==> src/hw/rtl/mrdp_pkg.sv <==
// ----------------------------------------------------------------------------
// Mixed-radix digit packer package
// Shared opcodes, constants and the command/status bundles between the
// controller and the datapath.
// ----------------------------------------------------------------------------
`default_nettype none

package mrdp_pkg;

  localparam int unsigned WordW     = 32;
  localparam int unsigned FactorW   = WordW + 1;
  localparam int unsigned DivSteps  = WordW;
  localparam int unsigned DivCntW   = $clog2(DivSteps);
  localparam logic [7:0]  BYTE_MASK = 8'hff;

  typedef enum logic [1:0] {
    OP_LOAD  = 2'd0,
    OP_DIGIT = 2'd1,
    OP_FLUSH = 2'd2
  } opcode_e;

  // Commands from the controller to the datapath.
  typedef struct packed {
    logic clear;       // latch the input transfer and clear the result scratch
    logic load;        // load a chunk word
    logic need_chunk;  // report that a chunk is needed
    logic div_start;   // start the serial division
    logic div_step;    // one restoring division step
    logic grow;        // multiply the running factor by the radix
    logic take_rem;    // capture the remainder as the digit
    logic emit;        // emit the packed word and restart packing
    logic pack;        // add digit times factor to the packed word
    logic push;        // move the result into the output register
  } mrdp_cmd_t;

  // Status from the datapath to the controller.
  typedef struct packed {
    logic       mode;
    logic       used_up;
    logic [1:0] op;
    logic       radix_zero;
    logic       div_last;
  } mrdp_status_t;

endpackage

`default_nettype wire

==> src/hw/rtl/mrdp_ctrl.sv <==
// ----------------------------------------------------------------------------
// Mixed-radix digit packer controller
// Sequences one item at a time through decode, division, factor update and
// result hand-off, and owns the output valid flag.
// ----------------------------------------------------------------------------
`default_nettype none

module mrdp_ctrl
  import mrdp_pkg::*;
(
  input  wire logic         clk_i,
  input  wire logic         rst_ni,
  input  wire logic         in_valid_i,
  output      logic         in_stall_o,
  output      logic         out_valid_o,
  input  wire logic         out_stall_i,
  output      logic         cfg_ready_o,
  input  wire mrdp_status_t stat_i,
  output      mrdp_cmd_t    cmd_o
);

  typedef enum logic [2:0] {
    S_IDLE,
    S_EXEC,
    S_DIV,
    S_GROW,
    S_PACK,
    S_FIN
  } state_e;

  state_e state_q, state_d;
  logic   out_valid_q, out_valid_d;
  logic   out_free;

  assign in_stall_o  = (state_q != S_IDLE);
  assign cfg_ready_o = (state_q == S_IDLE);
  assign out_valid_o = out_valid_q;
  assign out_free    = !out_valid_q || !out_stall_i;

  always_comb begin
    state_d = state_q;
    cmd_o   = '0;
    unique case (state_q)
      S_IDLE: begin
        if (in_valid_i) begin
          cmd_o.clear = 1'b1;
          state_d     = S_EXEC;
        end
      end
      S_EXEC: begin
        state_d = S_FIN;
        if (!stat_i.mode) begin
          case (stat_i.op)
            OP_LOAD: cmd_o.load = 1'b1;
            OP_DIGIT: begin
              if (stat_i.used_up) begin
                cmd_o.need_chunk = 1'b1;
              end else if (!stat_i.radix_zero) begin
                cmd_o.div_start = 1'b1;
                state_d         = S_DIV;
              end
            end
            default: ;
          endcase
        end else begin
          case (stat_i.op)
            OP_DIGIT: begin
              cmd_o.emit = stat_i.used_up;
              state_d    = S_PACK;
            end
            OP_FLUSH: cmd_o.emit = 1'b1;
            default: ;
          endcase
        end
      end
      S_DIV: begin
        cmd_o.div_step = 1'b1;
        if (stat_i.div_last) begin
          state_d = S_GROW;
        end
      end
      S_GROW: begin
        cmd_o.grow     = 1'b1;
        cmd_o.take_rem = 1'b1;
        state_d        = S_FIN;
      end
      S_PACK: begin
        // The product uses the factor before this digit's radix is applied.
        cmd_o.pack = 1'b1;
        cmd_o.grow = !stat_i.radix_zero;
        state_d    = S_FIN;
      end
      S_FIN: begin
        if (out_free) begin
          cmd_o.push = 1'b1;
          state_d    = S_IDLE;
        end
      end
      default: state_d = S_IDLE;
    endcase
  end

  always_comb begin
    out_valid_d = out_valid_q;
    if (cmd_o.push) begin
      out_valid_d = 1'b1;
    end else if (!out_stall_i) begin
      out_valid_d = 1'b0;
    end
  end

  always_ff @(posedge clk_i or negedge rst_ni) begin
    if (!rst_ni) begin
      state_q     <= S_IDLE;
      out_valid_q <= 1'b0;
    end else begin
      state_q     <= state_d;
      out_valid_q <= out_valid_d;
    end
  end

endmodule

`default_nettype wire

==> src/hw/rtl/mrdp_datapath.sv <==
// ----------------------------------------------------------------------------
// Mixed-radix digit packer datapath
// Holds the chunk word, running factor and flags, a bit-serial restoring
// divider by the radix, the factor multiplier and the result registers.
// ----------------------------------------------------------------------------
`default_nettype none

module mrdp_datapath
  import mrdp_pkg::*;
(
  input  wire logic               clk_i,
  input  wire logic               rst_ni,
  input  wire logic [1:0]         opcode_i,
  input  wire logic [WordW-1:0]   chunk_word_i,
  input  wire logic               end_of_data_i,
  input  wire logic [7:0]         radix_i,
  input  wire logic [7:0]         digit_in_i,
  input  wire logic               cfg_we_i,
  input  wire logic               cfg_decode_mode_i,
  input  wire mrdp_cmd_t          cmd_i,
  output      mrdp_status_t       stat_o,
  output      logic               status_o,
  output      logic [7:0]         digit_out_o,
  output      logic               word_valid_o,
  output      logic [WordW-1:0]   word_out_o,
  output      logic [2:0]         word_bytes_o,
  output      logic               finished_o
);

  localparam logic [FactorW-1:0] FullFactor = {1'b1, {WordW{1'b0}}};
  localparam int unsigned        ProdW      = FactorW + 8;

  // Architectural state.
  logic               mode_q, mode_d;
  logic               lcs_q, lcs_d;
  logic [WordW-1:0]   work_q, work_d;
  logic [FactorW-1:0] factor_q, factor_d;
  logic [7:0]         rem_q, rem_d;
  logic [DivCntW-1:0] cnt_q, cnt_d;

  // Latched input transfer.
  logic [1:0]       op_q;
  logic [WordW-1:0] chunk_q;
  logic             eod_q;
  logic [7:0]       radix_q;
  logic [7:0]       digit_q;

  // Result scratch.
  logic             st_q;
  logic [7:0]       dig_q;
  logic             wv_q;
  logic [WordW-1:0] wd_q;
  logic [2:0]       wb_q;

  logic             used_up;
  logic [8:0]       div_r;
  logic             div_ge;
  logic [8:0]       div_diff;
  logic [ProdW-1:0] grow_prod;
  logic [FactorW-1:0] grow_sat;
  logic [WordW-1:0] madd;
  logic [WordW-1:0] fm1;
  logic [2:0]       emit_n;
  logic [WordW-1:0] emit_mask;

  assign used_up = (factor_q == '0) || factor_q[FactorW-1];

  assign stat_o.mode       = mode_q;
  assign stat_o.used_up    = used_up;
  assign stat_o.op         = op_q;
  assign stat_o.radix_zero = (radix_q == 8'd0);
  assign stat_o.div_last   = (cnt_q == DivCntW'(DivSteps - 1));

  // Restoring division: shift the next dividend bit into the remainder.
  assign div_r    = {rem_q, work_q[WordW-1]};
  assign div_ge   = (div_r >= {1'b0, radix_q});
  assign div_diff = div_r - {1'b0, radix_q};

  assign grow_prod = ProdW'(factor_q) * ProdW'(radix_q);
  assign grow_sat  = (grow_prod[ProdW-1:WordW] != '0) ? FullFactor
                                                       : grow_prod[FactorW-1:0];
  assign madd      = factor_q[WordW-1:0] * WordW'(digit_q);

  // Significant bytes are those needed to hold factor minus one.
  assign fm1 = factor_q[WordW-1:0] - WordW'(1);

  always_comb begin
    if (factor_q == '0 || fm1 == '0) begin
      emit_n = 3'd0;
    end else if (fm1[31:24] != '0) begin
      emit_n = 3'd4;
    end else if (fm1[23:16] != '0) begin
      emit_n = 3'd3;
    end else if (fm1[15:8] != '0) begin
      emit_n = 3'd2;
    end else begin
      emit_n = 3'd1;
    end
  end

  always_comb begin
    case (emit_n)
      3'd1:    emit_mask = {24'd0, BYTE_MASK};
      3'd2:    emit_mask = {16'd0, BYTE_MASK, BYTE_MASK};
      3'd3:    emit_mask = {8'd0, BYTE_MASK, BYTE_MASK, BYTE_MASK};
      3'd4:    emit_mask = {BYTE_MASK, BYTE_MASK, BYTE_MASK, BYTE_MASK};
      default: emit_mask = '0;
    endcase
  end

  always_comb begin
    mode_d   = mode_q;
    lcs_d    = lcs_q;
    work_d   = work_q;
    factor_d = factor_q;
    rem_d    = rem_q;
    cnt_d    = cnt_q;

    if (cfg_we_i) begin
      mode_d   = cfg_decode_mode_i;
      factor_d = FactorW'(cfg_decode_mode_i);
    end
    if (cmd_i.load) begin
      work_d   = lcs_q ? '0 : chunk_q;
      lcs_d    = lcs_q | eod_q;
      factor_d = FactorW'(1);
    end
    if (cmd_i.div_start) begin
      rem_d = '0;
      cnt_d = '0;
    end
    if (cmd_i.div_step) begin
      work_d = {work_q[WordW-2:0], div_ge};
      rem_d  = div_ge ? div_diff[7:0] : div_r[7:0];
      cnt_d  = cnt_q + DivCntW'(1);
    end
    if (cmd_i.emit) begin
      work_d   = '0;
      factor_d = FactorW'(1);
    end
    if (cmd_i.pack) begin
      work_d = work_q + madd;
    end
    if (cmd_i.grow) begin
      factor_d = grow_sat;
    end
  end

  always_ff @(posedge clk_i or negedge rst_ni) begin
    if (!rst_ni) begin
      mode_q   <= 1'b0;
      lcs_q    <= 1'b0;
      work_q   <= '0;
      factor_q <= '0;
      rem_q    <= '0;
      cnt_q    <= '0;
    end else begin
      mode_q   <= mode_d;
      lcs_q    <= lcs_d;
      work_q   <= work_d;
      factor_q <= factor_d;
      rem_q    <= rem_d;
      cnt_q    <= cnt_d;
    end
  end

  always_ff @(posedge clk_i) begin
    if (cmd_i.clear) begin
      op_q    <= opcode_i;
      chunk_q <= chunk_word_i;
      eod_q   <= end_of_data_i;
      radix_q <= radix_i;
      digit_q <= digit_in_i;
      st_q    <= 1'b0;
      dig_q   <= '0;
      wv_q    <= 1'b0;
      wd_q    <= '0;
      wb_q    <= '0;
    end
    if (cmd_i.need_chunk) begin
      st_q <= 1'b1;
    end
    if (cmd_i.take_rem) begin
      dig_q <= rem_q;
    end
    if (cmd_i.emit) begin
      wv_q <= 1'b1;
      wd_q <= work_q & emit_mask;
      wb_q <= emit_n;
    end
    if (cmd_i.push) begin
      status_o     <= st_q;
      digit_out_o  <= dig_q;
      word_valid_o <= wv_q;
      word_out_o   <= wd_q;
      word_bytes_o <= wb_q;
      finished_o   <= !mode_q && lcs_q && used_up;
    end
  end

endmodule

`default_nettype wire

==> src/hw/rtl/mixed_radix_digit_packer.sv <==
// Sequence: a load, flush, ignored opcode or rejected request goes from decode
// straight to result hand-off; a decode digit adds a pack step, and an encode digit
// request with a nonzero radix runs the 32-step serial divider and a factor update.
// Flow: one item at a time; the next item is taken once the result is registered,
// and a waiting result does not hold it off.
// Reset: asynchronous, active low; clears the word, factor, final-chunk flag and mode.
// ----------------------------------------------------------------------------
// Mixed-radix digit packer top level
// Splits chunk words into mixed-radix digits or packs digits into words.
// ----------------------------------------------------------------------------
`default_nettype none

module mixed_radix_digit_packer
  import mrdp_pkg::*;
(
  input  wire logic             clk_i,
  input  wire logic             rst_ni,
  input  wire logic             in_valid_i,
  output      logic             in_stall_o,
  input  wire logic [1:0]       opcode_i,
  input  wire logic [WordW-1:0] chunk_word_i,
  input  wire logic             end_of_data_i,
  input  wire logic [7:0]       radix_i,
  input  wire logic [7:0]       digit_in_i,
  output      logic             out_valid_o,
  input  wire logic             out_stall_i,
  output      logic             status_o,
  output      logic [7:0]       digit_out_o,
  output      logic             word_valid_o,
  output      logic [WordW-1:0] word_out_o,
  output      logic [2:0]       word_bytes_o,
  output      logic             finished_o,
  input  wire logic             cfg_valid_i,
  output      logic             cfg_ready_o,
  input  wire logic             cfg_decode_mode_i
);

  mrdp_cmd_t    cmd;
  mrdp_status_t stat;
  logic         cfg_we;

  assign cfg_we = cfg_valid_i && cfg_ready_o;

  mrdp_ctrl u_ctrl (
    .clk_i       (clk_i),
    .rst_ni      (rst_ni),
    .in_valid_i  (in_valid_i),
    .in_stall_o  (in_stall_o),
    .out_valid_o (out_valid_o),
    .out_stall_i (out_stall_i),
    .cfg_ready_o (cfg_ready_o),
    .stat_i      (stat),
    .cmd_o       (cmd)
  );

  mrdp_datapath u_datapath (
    .clk_i             (clk_i),
    .rst_ni            (rst_ni),
    .opcode_i          (opcode_i),
    .chunk_word_i      (chunk_word_i),
    .end_of_data_i     (end_of_data_i),
    .radix_i           (radix_i),
    .digit_in_i        (digit_in_i),
    .cfg_we_i          (cfg_we),
    .cfg_decode_mode_i (cfg_decode_mode_i),
    .cmd_i             (cmd),
    .stat_o            (stat),
    .status_o          (status_o),
    .digit_out_o       (digit_out_o),
    .word_valid_o      (word_valid_o),
    .word_out_o        (word_out_o),
    .word_bytes_o      (word_bytes_o),
    .finished_o        (finished_o)
  );

endmodule

`default_nettype wire

==> config.mk <==
export PLATFORM = sky130hd
export DESIGN_NAME = mixed_radix_digit_packer
export DESIGN_NICKNAME = d
export VERILOG_FILES = /design/src/hw/rtl/mrdp_pkg.sv /design/src/hw/rtl/mrdp_ctrl.sv /design/src/hw/rtl/mrdp_datapath.sv /design/src/hw/rtl/mixed_radix_digit_packer.sv
export SDC_FILE = /design/constraint.sdc
export NUM_CORES = 1
export LEC_CHECK = 0
export ABC_AREA = 1
export BUFFER_PORTS_ARGS = -buffer_cell sky130_fd_sc_hd__buf_2
export CAP_MARGIN = 25
export CELL_PAD_IN_SITES_DETAIL_PLACEMENT = 1
export CELL_PAD_IN_SITES_GLOBAL_PLACEMENT = 1
export CORE_MARGIN = 1.5
export CORE_UTILIZATION = 45
export CTS_BUF_LIST = sky130_fd_sc_hd__clkbuf_8
export CTS_CLUSTER_SIZE = 16
export DETAILED_ROUTE_END_ITERATION = 8
export HOLD_SLACK_MARGIN = 0.12
export PLACE_DENSITY = 0.8
export SLEW_MARGIN = 20
export SYNTH_ARGS = -nofsm -noshare
export SYNTH_HDL_FRONTEND = slang
export SYNTH_SLANG_ARGS = --single-unit
==> constraint.sdc <==
create_clock -name clk_i -period 5.1 [get_ports clk_i]
set_input_delay 0.255 -clock clk_i [delete_from_list [all_inputs] [get_ports clk_i]]
set_output_delay 0.255 -clock clk_i [all_outputs]
set_load 0.1 [all_outputs]
==> results of run 1 <==
==> cells by family (layout without fill, tap and decap cells) <==
family | Yosys count | count (layout) | share of synthesized area [%]
buffers and inverters | 994 | 1285 | 14.4
adders and majority gates | 488 | 488 | 33.7
and+or+nand+nor | 1320 | 1320 | 20.3
AOI/OAI and AO/OA | 276 | 276 | 5.97
xor gates and xnor gates | 48 | 48 | 1.59
other | 0 | 1 | 0
DFF | 226 | 226 | 24.0
==> worst min path at each step <==
stage                                            endpoint  slack (ns)  cells after the start
after floorplan            u_ctrl.out_valid_o$_DFFE_PN0P_       -0.04                      0
after global placement    u_datapath.cnt_q[0]$_DFFE_PN0P_        0.27                      1
after detailed placement  u_datapath.cnt_q[2]$_DFFE_PN0P_        0.29                      1
after CTS                  u_ctrl.out_valid_o$_DFFE_PN0P_        0.15                      2
after global routing       u_ctrl.out_valid_o$_DFFE_PN0P_        0.23                      2
final                      u_ctrl.out_valid_o$_DFFE_PN0P_        0.16                      2
==> cells in the mapped netlist, types with 9 or more instances <==
cell / count
nand2_1: 926
inv_1: 832
fa_1: 373
nor2_1: 175
edfxtp_1: 140
ha_1: 115
o21ai_0: 110
nand3_1: 97
clkbuf_1: 96
a21oi_1: 91
dfrtp_1: 84
nand4_1: 47
nor3_1: 39
buf_1: 30
xor2_1: 30
buf_2: 22
a31oi_1: 21
xnor2_1: 18
nand3b_1: 9
==> what timing repair did <==
item	4_1_cts	5_1_grt
resized for setup	87	200
buffers inserted	11	28
pin swaps	14	42
endpoints found under the setup margin	39	50
gates cloned	2	2
endpoints found under the hold margin	96	0
hold buffers	57	0
==> final cells by class <==
type	count	area share (%)
Inverter	837	9.96
Clock inverter	34	0.507
Timing Repair Buffer	369	9.54
Tap cell	765	3.03
Sequential cell	226	20.2
Clock buffer	45	1.96
Antenna cell	1	0.00792
Multi-Input combinational cell	2132	54.8
==> registers in the layout (all words and copies together) (netlist names), 5 cells and up <==
signal	cells
u_datapath.chunk_q	32
u_datapath.factor_q	33
u_datapath.dig_q	8
u_datapath.digit_out_o	8
u_datapath.radix_q	8
u_datapath.cnt_q	5
u_datapath.work_q	32
u_datapath.rem_q	8
u_datapath.wd_q	32
u_datapath.word_out_o	32
u_datapath.digit_q	8
==> per-layer routing <==
metal | vias to the layer above | share of wire, % | GRT usage, % | wire [um]
met5 | - | 0 | 0 | 0
met4 | 0 | 3.5 | 9.91 | 3080
met3 | 195 | 4.9 | 3.21 | 4330
met2 | 693 | 52 | 53.1 | 46400
met1 | 11907 | 40 | 35.8 | 35400
li1 | 10504 | - | - | -
==> power breakdown <==
group | total (mW) | internal, mW | switching, mW
registers | 2.83 | 2.53 | 0.301
logic | 10.9 | 3.65 | 7.22
clock network | 1.70 | 0.824 | 0.875
==> through the flow <==
stage | hold slack (ns) | util, %
6_report | 0.160 | 54.6
3_5_place_dp | 0.292 | 49.5
5_1_grt | 0.227 | 54.6
3_3_place_gp | 0.275 | 49.5
2_1_floorplan | -0.0406 | -
4_1_cts | 0.147 | 52.9
==> flow_results.xml, run 1 <==
<?xml version="1.0" encoding="UTF-8"?>
<metrics>
  <group name="setup_path">
    <metric name="cp-endpoint" unit="">u_datapath.factor_q[8]$_DFFE_PN0P_</metric>
    <metric name="worstReg2RegStart" unit="">u_datapath.radix_q[7]$_DFFE_PP_</metric>
    <metric name="timing.critical_path.buf_inv" unit="">9</metric>
    <metric name="crit_top_cell" unit="">nand2_1</metric>
    <metric name="cell_at_the_slowest_stage_of_the_critical_path" unit="">fa_1</metric>
    <metric name="critical_path_arrival" unit="ns">5.93</metric>
    <metric name="sort_of_element_at_the_end_of_the_critical_path" unit="">register</metric>
    <metric name="crit_required" unit="ns">5.67</metric>
    <metric name="r2r_cells" unit="">27</metric>
    <metric name="criticalPathCategory" unit="">register to register</metric>
    <metric name="regToRegEndpoint" unit="">u_datapath.factor_q[8]$_DFFE_PN0P_</metric>
    <metric name="cp-startpoint" unit="">u_datapath.radix_q[7]$_DFFE_PP_</metric>
    <metric name="cp.depth" unit="">27</metric>
    <metric name="crit_fanout" unit="">8</metric>
    <metric name="worst_path_largest_cell_delay" unit="ns">0.53</metric>
    <metric name="cp-start-kind" unit="">register</metric>
    <metric name="critical-path-top-delay-family" unit="">adder cells</metric>
    <metric name="regToRegSetupSlack" unit="ns">-0.26</metric>
  </group>
  <group name="routing">
    <metric name="detail-route-antenna-nets" unit="">0</metric>
    <metric name="route.detailed.wl_per_inst" unit="um">20.2</metric>
    <metric name="drt_iter0_markers" unit="">1487</metric>
    <metric name="vias" unit="">23299</metric>
    <metric name="drt_pass1_iterations" unit="">5</metric>
    <metric name="drt-total-wl" unit="um">89200</metric>
    <metric name="post-route-drc-count" unit="">0</metric>
    <metric name="avgViaCountPerCell" unit="">5.28</metric>
  </group>
  <group name="clock_tree">
    <metric name="total_cts_buffers" unit="">43</metric>
    <metric name="clock_tree.buffer_depth" unit="">3</metric>
    <metric name="cts.reportedPaths.clkPinSlew" unit="ns">0.06</metric>
    <metric name="h_tree_depth" unit="">2</metric>
    <metric name="clk_latency" unit="ns">0.64</metric>
    <metric name="root_buffer" unit="">clkbuf_8</metric>
    <metric name="cts_tree" unit="">built</metric>
    <metric name="clock_sinks" unit="">226</metric>
  </group>
  <group name="synth">
    <metric name="synth.ff_latch_count" unit="">226</metric>
    <metric name="synth_sequential_area_ratio" unit="%">24.0</metric>
    <metric name="synthesis.area_per_instance" unit="um2">7.89</metric>
    <metric name="synth_warnings" unit="">0</metric>
    <metric name="synth.distinct_cells" unit="">55</metric>
    <metric name="async_reset_ff_share" unit="%">37.2</metric>
    <metric name="yosysTopAreaCellShare" unit="%">28.2</metric>
    <metric name="syn-instance-count" unit="">3352</metric>
    <metric name="post_synth_edffs" unit="">140</metric>
    <metric name="total_nets_after_synthesis" unit="">3897</metric>
    <metric name="synthDominantAreaCellType" unit="">fa_1</metric>
    <metric name="post_synth_instance_area" unit="um2">26400</metric>
    <metric name="synth.area.top_cells" unit="">fa_1 28%, edfxtp_1 16%, nand2_1 13%</metric>
    <metric name="synth-main-ff-cell" unit="">edfxtp_1</metric>
  </group>
  <group name="placement">
    <metric name="cells_after_dpl" unit="">4229</metric>
    <metric name="gp_routability_congestion" unit="">0.905</metric>
    <metric name="pre_cts_setup_slack" unit="ns">-0.269</metric>
    <metric name="placedInstanceArea" unit="um2">28700</metric>
    <metric name="hpwlAfterDp" unit="um">65700</metric>
    <metric name="numPortBuffers" unit="">105</metric>
  </group>
  <group name="sta">
    <metric name="timing.final.crit_share" unit="%">105</metric>
    <metric name="final_setup_violation_count" unit="">33</metric>
    <metric name="hold_violations" unit="">0</metric>
    <metric name="rsz0062_at_grt" unit="">yes</metric>
    <metric name="worst_slew_pin_slew" unit="ns">0.880</metric>
    <metric name="setup-tns-final" unit="ns">-5.61</metric>
    <metric name="timing.clock.skew" unit="ns">0.0557</metric>
    <metric name="clock.fmax" unit="GHz">0.187</metric>
    <metric name="worst_slew_margin_rel" unit="%">41.1</metric>
    <metric name="final-max-slew-violation-count" unit="">0</metric>
    <metric name="final_period_minus_worst_setup_slack" unit="ns">5.36</metric>
    <metric name="setup_slack" unit="ns">-0.260</metric>
  </group>
  <group name="finish">
    <metric name="layoutNonFillerInstCount" unit="">4409</metric>
    <metric name="nets" unit="">4154</metric>
    <metric name="combined_flip_flop_and_latch_cell_area" unit="um2">6370</metric>
    <metric name="stdcell_area" unit="um2">31600</metric>
    <metric name="proportion_of_layout_cells_with_a_drive_suffix_above_1" unit="%">16.9</metric>
    <metric name="layout_common_cells" unit="">868 x nand2_1, 834 x inv_1, 366 x fa_1</metric>
    <metric name="multi_input_comb_area" unit="um2">17300</metric>
    <metric name="layout.cells.most_common" unit="">nand2_1</metric>
    <metric name="fillerInstances" unit="">7046</metric>
    <metric name="synthToLayoutAreaGrowth" unit="%">19.5</metric>
  </group>
  <group name="global_routing">
    <metric name="grt_start_max_net_pins" unit="">75</metric>
    <metric name="track_usage" unit="%">29.2</metric>
    <metric name="grt_pass1_wl" unit="um">138000</metric>
    <metric name="via_count_of_the_first_global_routing_pass" unit="">26050</metric>
    <metric name="grt_remaining_overflow" unit="">0</metric>
    <metric name="grt_antenna_before_repair" unit="">2</metric>
  </group>
  <group name="power_and_ir_drop">
    <metric name="p_per_area" unit="nW/um2">487</metric>
    <metric name="irDropWorstVdd" unit="V">0.000494</metric>
    <metric name="p_leak" unit="nW">17.3</metric>
    <metric name="post-layout-total-power" unit="mW">15.4</metric>
  </group>
  <group name="job">
    <metric name="max-cap-violations" unit="">0</metric>
  </group>
  <group name="floorplanning">
    <metric name="initial_utilization" unit="%">45.6</metric>
    <metric name="rows" unit="">88</metric>
    <metric name="ios" unit="">106</metric>
    <metric name="coreArea" unit="um2">57900</metric>
    <metric name="floorplan.die_area" unit="um2">60200</metric>
    <metric name="die_width" unit="um">245</metric>
    <metric name="die_y" unit="um">245</metric>
  </group>
  <group name="status">
    <metric name="violations" unit="">setup timing</metric>
    <metric name="outcome" unit="">finished with violations</metric>
  </group>
  <group name="hold_path">
    <metric name="holdCritPathClass" unit="">primary input to asynchronous set/reset pin</metric>
  </group>
</metrics>
No activity file was read; power rests on OpenSTA's default activity.
==> inputs of run 2 (changes only) <==
- CELL_PAD_IN_SITES_DETAIL_PLACEMENT: 1 -> 0
==> flow_results.xml, run 2 (synthesized netlist as in run 1, its figures left out) <==
<?xml version="1.0" encoding="UTF-8"?>
<metrics>
  <group name="setup_path">
    <metric name="cp-endpoint" unit="">u_datapath.factor_q[31]$_DFFE_PN0P_</metric>
    <metric name="r2r_cells" unit="">25</metric>
    <metric name="crit_fanout" unit="">8</metric>
    <metric name="regToRegEndpoint" unit="">u_datapath.factor_q[31]$_DFFE_PN0P_</metric>
    <metric name="crit_top_cell" unit="">fa_1</metric>
    <metric name="cp-startpoint" unit="">u_datapath.radix_q[2]$_DFFE_PP_</metric>
    <metric name="criticalPathCategory" unit="">register to register</metric>
    <metric name="critical_path_arrival" unit="ns">5.63</metric>
    <metric name="worst_path_largest_cell_delay" unit="ns">0.55</metric>
    <metric name="regToRegSetupSlack" unit="ns">0.02</metric>
    <metric name="cp-start-kind" unit="">register</metric>
    <metric name="worstReg2RegStart" unit="">u_datapath.radix_q[2]$_DFFE_PP_</metric>
    <metric name="crit_required" unit="ns">5.65</metric>
    <metric name="sort_of_element_at_the_end_of_the_critical_path" unit="">register</metric>
    <metric name="cell_at_the_slowest_stage_of_the_critical_path" unit="">fa_1</metric>
  </group>
  <group name="routing">
    <metric name="drt_pass1_iterations" unit="">5</metric>
    <metric name="detail-route-antenna-nets" unit="">0</metric>
    <metric name="vias" unit="">22027</metric>
    <metric name="avgViaCountPerCell" unit="">5.01</metric>
    <metric name="post-route-drc-count" unit="">0</metric>
    <metric name="drt_iter0_markers" unit="">1438</metric>
    <metric name="route.detailed.wl_per_inst" unit="um">17.1</metric>
    <metric name="drt-total-wl" unit="um">75000</metric>
  </group>
  <group name="placement">
    <metric name="gp_routability_congestion" unit="">0.905</metric>
    <metric name="placedInstanceArea" unit="um2">28700</metric>
    <metric name="numPortBuffers" unit="">105</metric>
    <metric name="pre_cts_setup_slack" unit="ns">-0.241</metric>
    <metric name="hpwlAfterDp" unit="um">56500</metric>
  </group>
  <group name="global_routing">
    <metric name="track_usage" unit="%">24.8</metric>
    <metric name="grt_start_max_net_pins" unit="">75</metric>
    <metric name="grt_antenna_before_repair" unit="">2</metric>
    <metric name="grt_remaining_overflow" unit="">0</metric>
    <metric name="grt_pass1_wl" unit="um">119000</metric>
    <metric name="via_count_of_the_first_global_routing_pass" unit="">22620</metric>
  </group>
  <group name="hold_path">
    <metric name="holdCritPathClass" unit="">primary input to asynchronous set/reset pin</metric>
  </group>
  <group name="sta">
    <metric name="clock.fmax" unit="GHz">0.197</metric>
    <metric name="hold_violations" unit="">0</metric>
    <metric name="rsz0062_at_grt" unit="">yes</metric>
    <metric name="setup-tns-final" unit="ns">0</metric>
    <metric name="setup_slack" unit="ns">0.0184</metric>
    <metric name="final_period_minus_worst_setup_slack" unit="ns">5.08</metric>
    <metric name="timing.clock.skew" unit="ns">0.0579</metric>
    <metric name="timing.final.crit_share" unit="%">99.6</metric>
    <metric name="final_setup_violation_count" unit="">0</metric>
    <metric name="worst_slew_margin_rel" unit="%">48.4</metric>
    <metric name="final-max-slew-violation-count" unit="">0</metric>
    <metric name="worst_slew_pin_slew" unit="ns">0.772</metric>
  </group>
  <group name="finish">
    <metric name="layout.cells.most_common" unit="">nand2_1</metric>
    <metric name="top_register" unit="">u_datapath.factor_q</metric>
    <metric name="nets" unit="">4145</metric>
    <metric name="proportion_of_layout_cells_with_a_drive_suffix_above_1" unit="%">17.0</metric>
    <metric name="synthToLayoutAreaGrowth" unit="%">20.4</metric>
    <metric name="largest_register_ffs" unit="">33</metric>
    <metric name="stdcell_area" unit="um2">31800</metric>
    <metric name="fillerInstances" unit="">5438</metric>
    <metric name="layout_common_cells" unit="">864 x nand2_1, 824 x inv_1, 364 x fa_1</metric>
  </group>
  <group name="floorplanning">
    <metric name="ios" unit="">106</metric>
    <metric name="initial_utilization" unit="%">45.6</metric>
    <metric name="rows" unit="">88</metric>
    <metric name="floorplan.die_area" unit="um2">60200</metric>
    <metric name="die_y" unit="um">245</metric>
    <metric name="coreArea" unit="um2">57900</metric>
    <metric name="die_width" unit="um">245</metric>
  </group>
  <group name="clock_tree">
    <metric name="clock_tree.buffer_depth" unit="">3</metric>
    <metric name="cts_tree" unit="">built</metric>
    <metric name="clock_sinks" unit="">226</metric>
    <metric name="root_buffer" unit="">clkbuf_8</metric>
    <metric name="clk_latency" unit="ns">0.63</metric>
    <metric name="h_tree_depth" unit="">2</metric>
    <metric name="total_cts_buffers" unit="">43</metric>
    <metric name="cts.reportedPaths.clkPinSlew" unit="ns">0.07</metric>
  </group>
  <group name="power_and_ir_drop">
    <metric name="irDropWorstVdd" unit="V">0.000542</metric>
    <metric name="p_per_area" unit="nW/um2">472</metric>
    <metric name="p_leak" unit="nW">17.4</metric>
  </group>
  <group name="job">
    <metric name="max-cap-violations" unit="">0</metric>
  </group>
  <group name="status">
    <metric name="outcome" unit="">finished, final reports clean</metric>
  </group>
</metrics>
==> run 2: cell count changes in the layout (fill, tap and decap cells not counted), moves of 4 or more <==
cell,before,now
buf_12,21,17
nand3_1,82,87
ha_4,25,30
bufinv_16,0,6
nor2_4,15,22
nand2_1,868,864
dfrtp_1,64,69
inv_1,834,824
dfrtp_2,20,15
buf_4,172,165
ha_2,4,0
nor2_2,21,17
nand3_2,15,11
==> run 2: cell type report <==
class | count | area, um2 | area share [%]
Clock inverter | 30 | 303 | 0.952
Antenna cell | 2 | 5.00 | 0.0157
Timing Repair Buffer | 360 | 2960 | 9.32
Tap cell | 765 | 957 | 3.01
Multi-Input combinational cell | 2132 | 17400 | 54.7
Sequential cell | 226 | 6360 | 20.0
Inverter | 837 | 3140 | 9.88
Clock buffer | 48 | 661 | 2.08
==> run 2: where the power goes <==
group | total [mW] | internal (mW) | switching, mW
clock | 2.06 | 1.18 | 0.883
combinational | 10.2 | 3.50 | 6.66
sequential | 2.79 | 2.52 | 0.265
==> run 2: how the worst min path moves through the flow <==
stage | from | to | slack, ns
2_1_floorplan | rst_ni | u_ctrl.out_valid_o$_DFFE_PN0P_ | -0.04
3_3_place_gp | rst_ni | u_datapath.cnt_q[0]$_DFFE_PN0P_ | 0.27
3_5_place_dp | rst_ni | u_datapath.work_q[2]$_DFFE_PN0P_ | 0.29
4_1_cts | rst_ni | u_datapath.work_q[0]$_DFFE_PN0P_ | 0.16
5_1_grt | rst_ni | u_datapath.work_q[3]$_DFFE_PN0P_ | 0.20
6_report | rst_ni | u_datapath.cnt_q[1]$_DFFE_PN0P_ | 0.17
==> run 2: through the flow <==
| step | instances | power (mW) | util [%] | hold WS [ns] |
|---|---|---|---|---|
| after floorplan | 3352 | 9.23 | - | -0.0406 |
| after global placement | 4228 | 11.9 | 49.5 | 0.275 |
| after detailed placement | 4229 | 12.0 | 49.5 | 0.289 |
| after CTS | 4370 | 14.4 | 52.7 | 0.155 |
| after global routing | 4400 | 16.2 | 54.9 | 0.199 |
| final | 4400 | 15.0 | 54.9 | 0.170 |
==> run 2: layer usage <==
layer  global-route usage (%)  vias to the layer above  part of all wire, %
met2                     42.4                      542                   49
li1                         -                    10502                    -
met5                        0                        -                    0
met1                     33.3                    10898                   44
met4                     6.46                        0                  2.3
met3                     2.88                       85                  5.0
==> run 2: worst max-delay path: cells and delay by family, from the launching register on <==
| kind | cells | cell delay (ns) |
|---|---|---|
| DFF | 1 | 0.43 |
| buffers and inverters | 7 | 0.81 |
| and+or+nand+nor | 13 | 1.42 |
| adders and majority gates | 5 | 2.33 |
==> run 2: timing repair <==
| item | in CTS | in global routing |
|---|---|---|
| pin swaps | 3 | 55 |
| resized for setup | 33 | 264 |
| setup buffers | 4 | 21 |
| cloned | 2 | 7 |
| hold endpoints to repair | 97 | 0 |
| setup endpoints to repair | 33 | 49 |
| hold buffers | 57 | 0 |
==> inputs of run 3 (changes only) <==
- PLACE_DENSITY: 0.8 -> 0.76
- clock period: 5.1 -> 6.4 ns (I/O delays scaled with it)
==> flow_results.xml, run 3 (synthesized netlist as in run 1, its figures left out) <==
<?xml version="1.0" encoding="UTF-8"?>
<metrics>
  <group name="finish">
    <metric name="proportion_of_layout_cells_with_a_drive_suffix_above_1" unit="%">7.28</metric>
    <metric name="synthToLayoutAreaGrowth" unit="%">10.3</metric>
    <metric name="layout_common_cells" unit="">926 x nand2_1, 838 x inv_1, 373 x fa_1</metric>
    <metric name="largest_register_ffs" unit="">33</metric>
    <metric name="layout.cells.most_common" unit="">nand2_1</metric>
    <metric name="nets" unit="">4003</metric>
    <metric name="top_register" unit="">u_datapath.factor_q</metric>
  </group>
  <group name="floorplanning">
    <metric name="coreArea" unit="um2">57900</metric>
    <metric name="floorplan.die_area" unit="um2">60200</metric>
    <metric name="rows" unit="">88</metric>
    <metric name="ios" unit="">106</metric>
    <metric name="die_width" unit="um">245</metric>
    <metric name="initial_utilization" unit="%">45.6</metric>
    <metric name="die_y" unit="um">245</metric>
  </group>
  <group name="power_and_ir_drop">
    <metric name="p_leak" unit="nW">16.2</metric>
    <metric name="irDropWorstVdd" unit="V">0.000405</metric>
    <metric name="post-layout-total-power" unit="mW">10.7</metric>
    <metric name="p_per_area" unit="nW/um2">367</metric>
  </group>
  <group name="setup_path">
    <metric name="crit_required" unit="ns">6.88</metric>
    <metric name="crit_fanout" unit="">24</metric>
    <metric name="worst_path_largest_cell_delay" unit="ns">0.82</metric>
    <metric name="cell_at_the_slowest_stage_of_the_critical_path" unit="">edfxtp_1</metric>
    <metric name="crit_top_cell" unit="">nand2_1</metric>
    <metric name="critical_path_arrival" unit="ns">6.25</metric>
    <metric name="criticalPathCategory" unit="">register to register</metric>
    <metric name="cp-start-kind" unit="">register</metric>
    <metric name="sort_of_element_at_the_end_of_the_critical_path" unit="">register</metric>
  </group>
  <group name="placement">
    <metric name="hpwlAfterDp" unit="um">58400</metric>
    <metric name="numPortBuffers" unit="">105</metric>
    <metric name="gp_routability_congestion" unit="">0.897</metric>
  </group>
  <group name="sta">
    <metric name="worst_slew_pin_slew" unit="ns">1.03</metric>
    <metric name="rsz0062_at_grt" unit="">no</metric>
    <metric name="final_setup_violation_count" unit="">0</metric>
    <metric name="worst_hold_slack" unit="ns">0.203</metric>
    <metric name="worst_slew_margin_rel" unit="%">31.3</metric>
    <metric name="final_period_minus_worst_setup_slack" unit="ns">5.77</metric>
    <metric name="clock.fmax" unit="GHz">0.173</metric>
    <metric name="timing.final.crit_share" unit="%">90.1</metric>
    <metric name="setup-tns-final" unit="ns">0</metric>
    <metric name="timing.clock.skew" unit="ns">0.0327</metric>
    <metric name="hold_violations" unit="">0</metric>
    <metric name="final-max-slew-violation-count" unit="">0</metric>
  </group>
  <group name="hold_path">
    <metric name="holdCritPathClass" unit="">primary input to asynchronous set/reset pin</metric>
  </group>
  <group name="clock_tree">
    <metric name="buffers_inserted_during_post_cts_setup_optimization" unit="">0</metric>
    <metric name="clk_latency" unit="ns">0.61</metric>
    <metric name="root_buffer" unit="">clkbuf_8</metric>
    <metric name="total_cts_buffers" unit="">42</metric>
    <metric name="cts_tree" unit="">built</metric>
    <metric name="cts.reportedPaths.clkPinSlew" unit="ns">0.06</metric>
    <metric name="clock_tree.buffer_depth" unit="">3</metric>
    <metric name="h_tree_depth" unit="">2</metric>
    <metric name="clock_sinks" unit="">226</metric>
  </group>
  <group name="routing">
    <metric name="drt-total-wl" unit="um">73800</metric>
    <metric name="post-route-drc-count" unit="">0</metric>
    <metric name="drt_pass1_iterations" unit="">7</metric>
    <metric name="route.detailed.wl_per_inst" unit="um">17.3</metric>
    <metric name="vias" unit="">21451</metric>
    <metric name="drt_iter0_markers" unit="">1387</metric>
    <metric name="avgViaCountPerCell" unit="">5.04</metric>
    <metric name="detail-route-antenna-nets" unit="">0</metric>
  </group>
  <group name="global_routing">
    <metric name="track_usage" unit="%">25.3</metric>
    <metric name="via_count_of_the_first_global_routing_pass" unit="">21839</metric>
    <metric name="grt_pass1_wl" unit="um">119000</metric>
    <metric name="grt_start_max_net_pins" unit="">68</metric>
    <metric name="grt_remaining_overflow" unit="">0</metric>
    <metric name="grt_antenna_before_repair" unit="">2</metric>
  </group>
  <group name="status">
    <metric name="outcome" unit="">finished, final reports clean</metric>
  </group>
  <group name="job">
    <metric name="max-cap-violations" unit="">0</metric>
  </group>
</metrics>
[run 3: through the flow]
step | instance area, um2 | worst slack, ns | util [%] | std cells
2_1_floorplan | 26400 | 1.55 | - | 3352
3_3_place_gp | 27700 | 0.704 | 47.8 | 4121
3_5_place_dp | 27700 | 0.691 | 47.9 | 4122
4_1_cts | 29200 | 0.650 | 50.3 | 4256
5_1_grt | 29200 | 0.249 | 50.3 | 4257
6_report | 29200 | 0.632 | 50.3 | 4257
[run 3: what timing repair did]
item | 4_1_cts | 5_1_grt
resized for setup | 0 | 0
endpoints found under the hold margin | 86 | 0
endpoints found under the setup margin | 0 | 0
hold buffers | 57 | 0
[run 3: per-layer routing]
| layer | GRT usage (%) | wire, um |
|---|---|---|
| met5 | 0 | 13 |
| met4 | 6.82 | 1680 |
| met3 | 3.83 | 4570 |
| met2 | 41.1 | 34100 |
| met1 | 35.2 | 33500 |
[run 3: layout make-up]
class,instances,area (um2)
antenna,1,2.50
clock buffer,46,633
clock inverter,31,230
fill,5720,28800
inverter,837,3140
multi-input combinational,2132,16300
sequential,226,6350
tap,765,957
timing repair buffer,219,1550
[run 3: worst paths after layout]
kind / cells past startpoint / slack (ns) / endpoint / startpoint
max: 27 / 0.63 / u_datapath.factor_q[32]$_DFFE_PN0P_ / u_datapath.radix_q[3]$_DFFE_PP_
min: 2 / 0.20 / u_datapath.work_q[2]$_DFFE_PN0P_ / rst_ni
max reg2reg: 27 / 0.63 / u_datapath.factor_q[32]$_DFFE_PN0P_ / u_datapath.radix_q[3]$_DFFE_PP_
min reg2reg: 0 / 0.41 / u_datapath.word_out_o[19]$_DFFE_PP_ / u_datapath.wd_q[19]$_SDFFCE_PN0P_
max in group asynchronous: 3 / 5.01 / u_datapath.factor_q[30]$_DFFE_PN0P_ / rst_ni
min in group clk_i: 0 / 0.41 / u_datapath.word_out_o[19]$_DFFE_PP_ / u_datapath.wd_q[19]$_SDFFCE_PN0P_
[run 3: power breakdown]
group / internal, mW / leakage [nW] / total (mW) / switching [mW]
logic: 2.06 / 13.3 / 6.84 / 4.78
clock network: 0.793 / 0.475 / 1.46 / 0.669
registers: 2.00 / 2.42 / 2.40 / 0.399
[run 3: critical path, delay by kind of cell (launching register included)]
kind,cells,cell delay [ns]
adder cells (fa/ha/maj),5,2.28
AND/OR/NAND/NOR,14,1.38
buffers and inverters,6,0.89
flip-flops,1,0.82
AO/OA/AOI/OAI,2,0.28
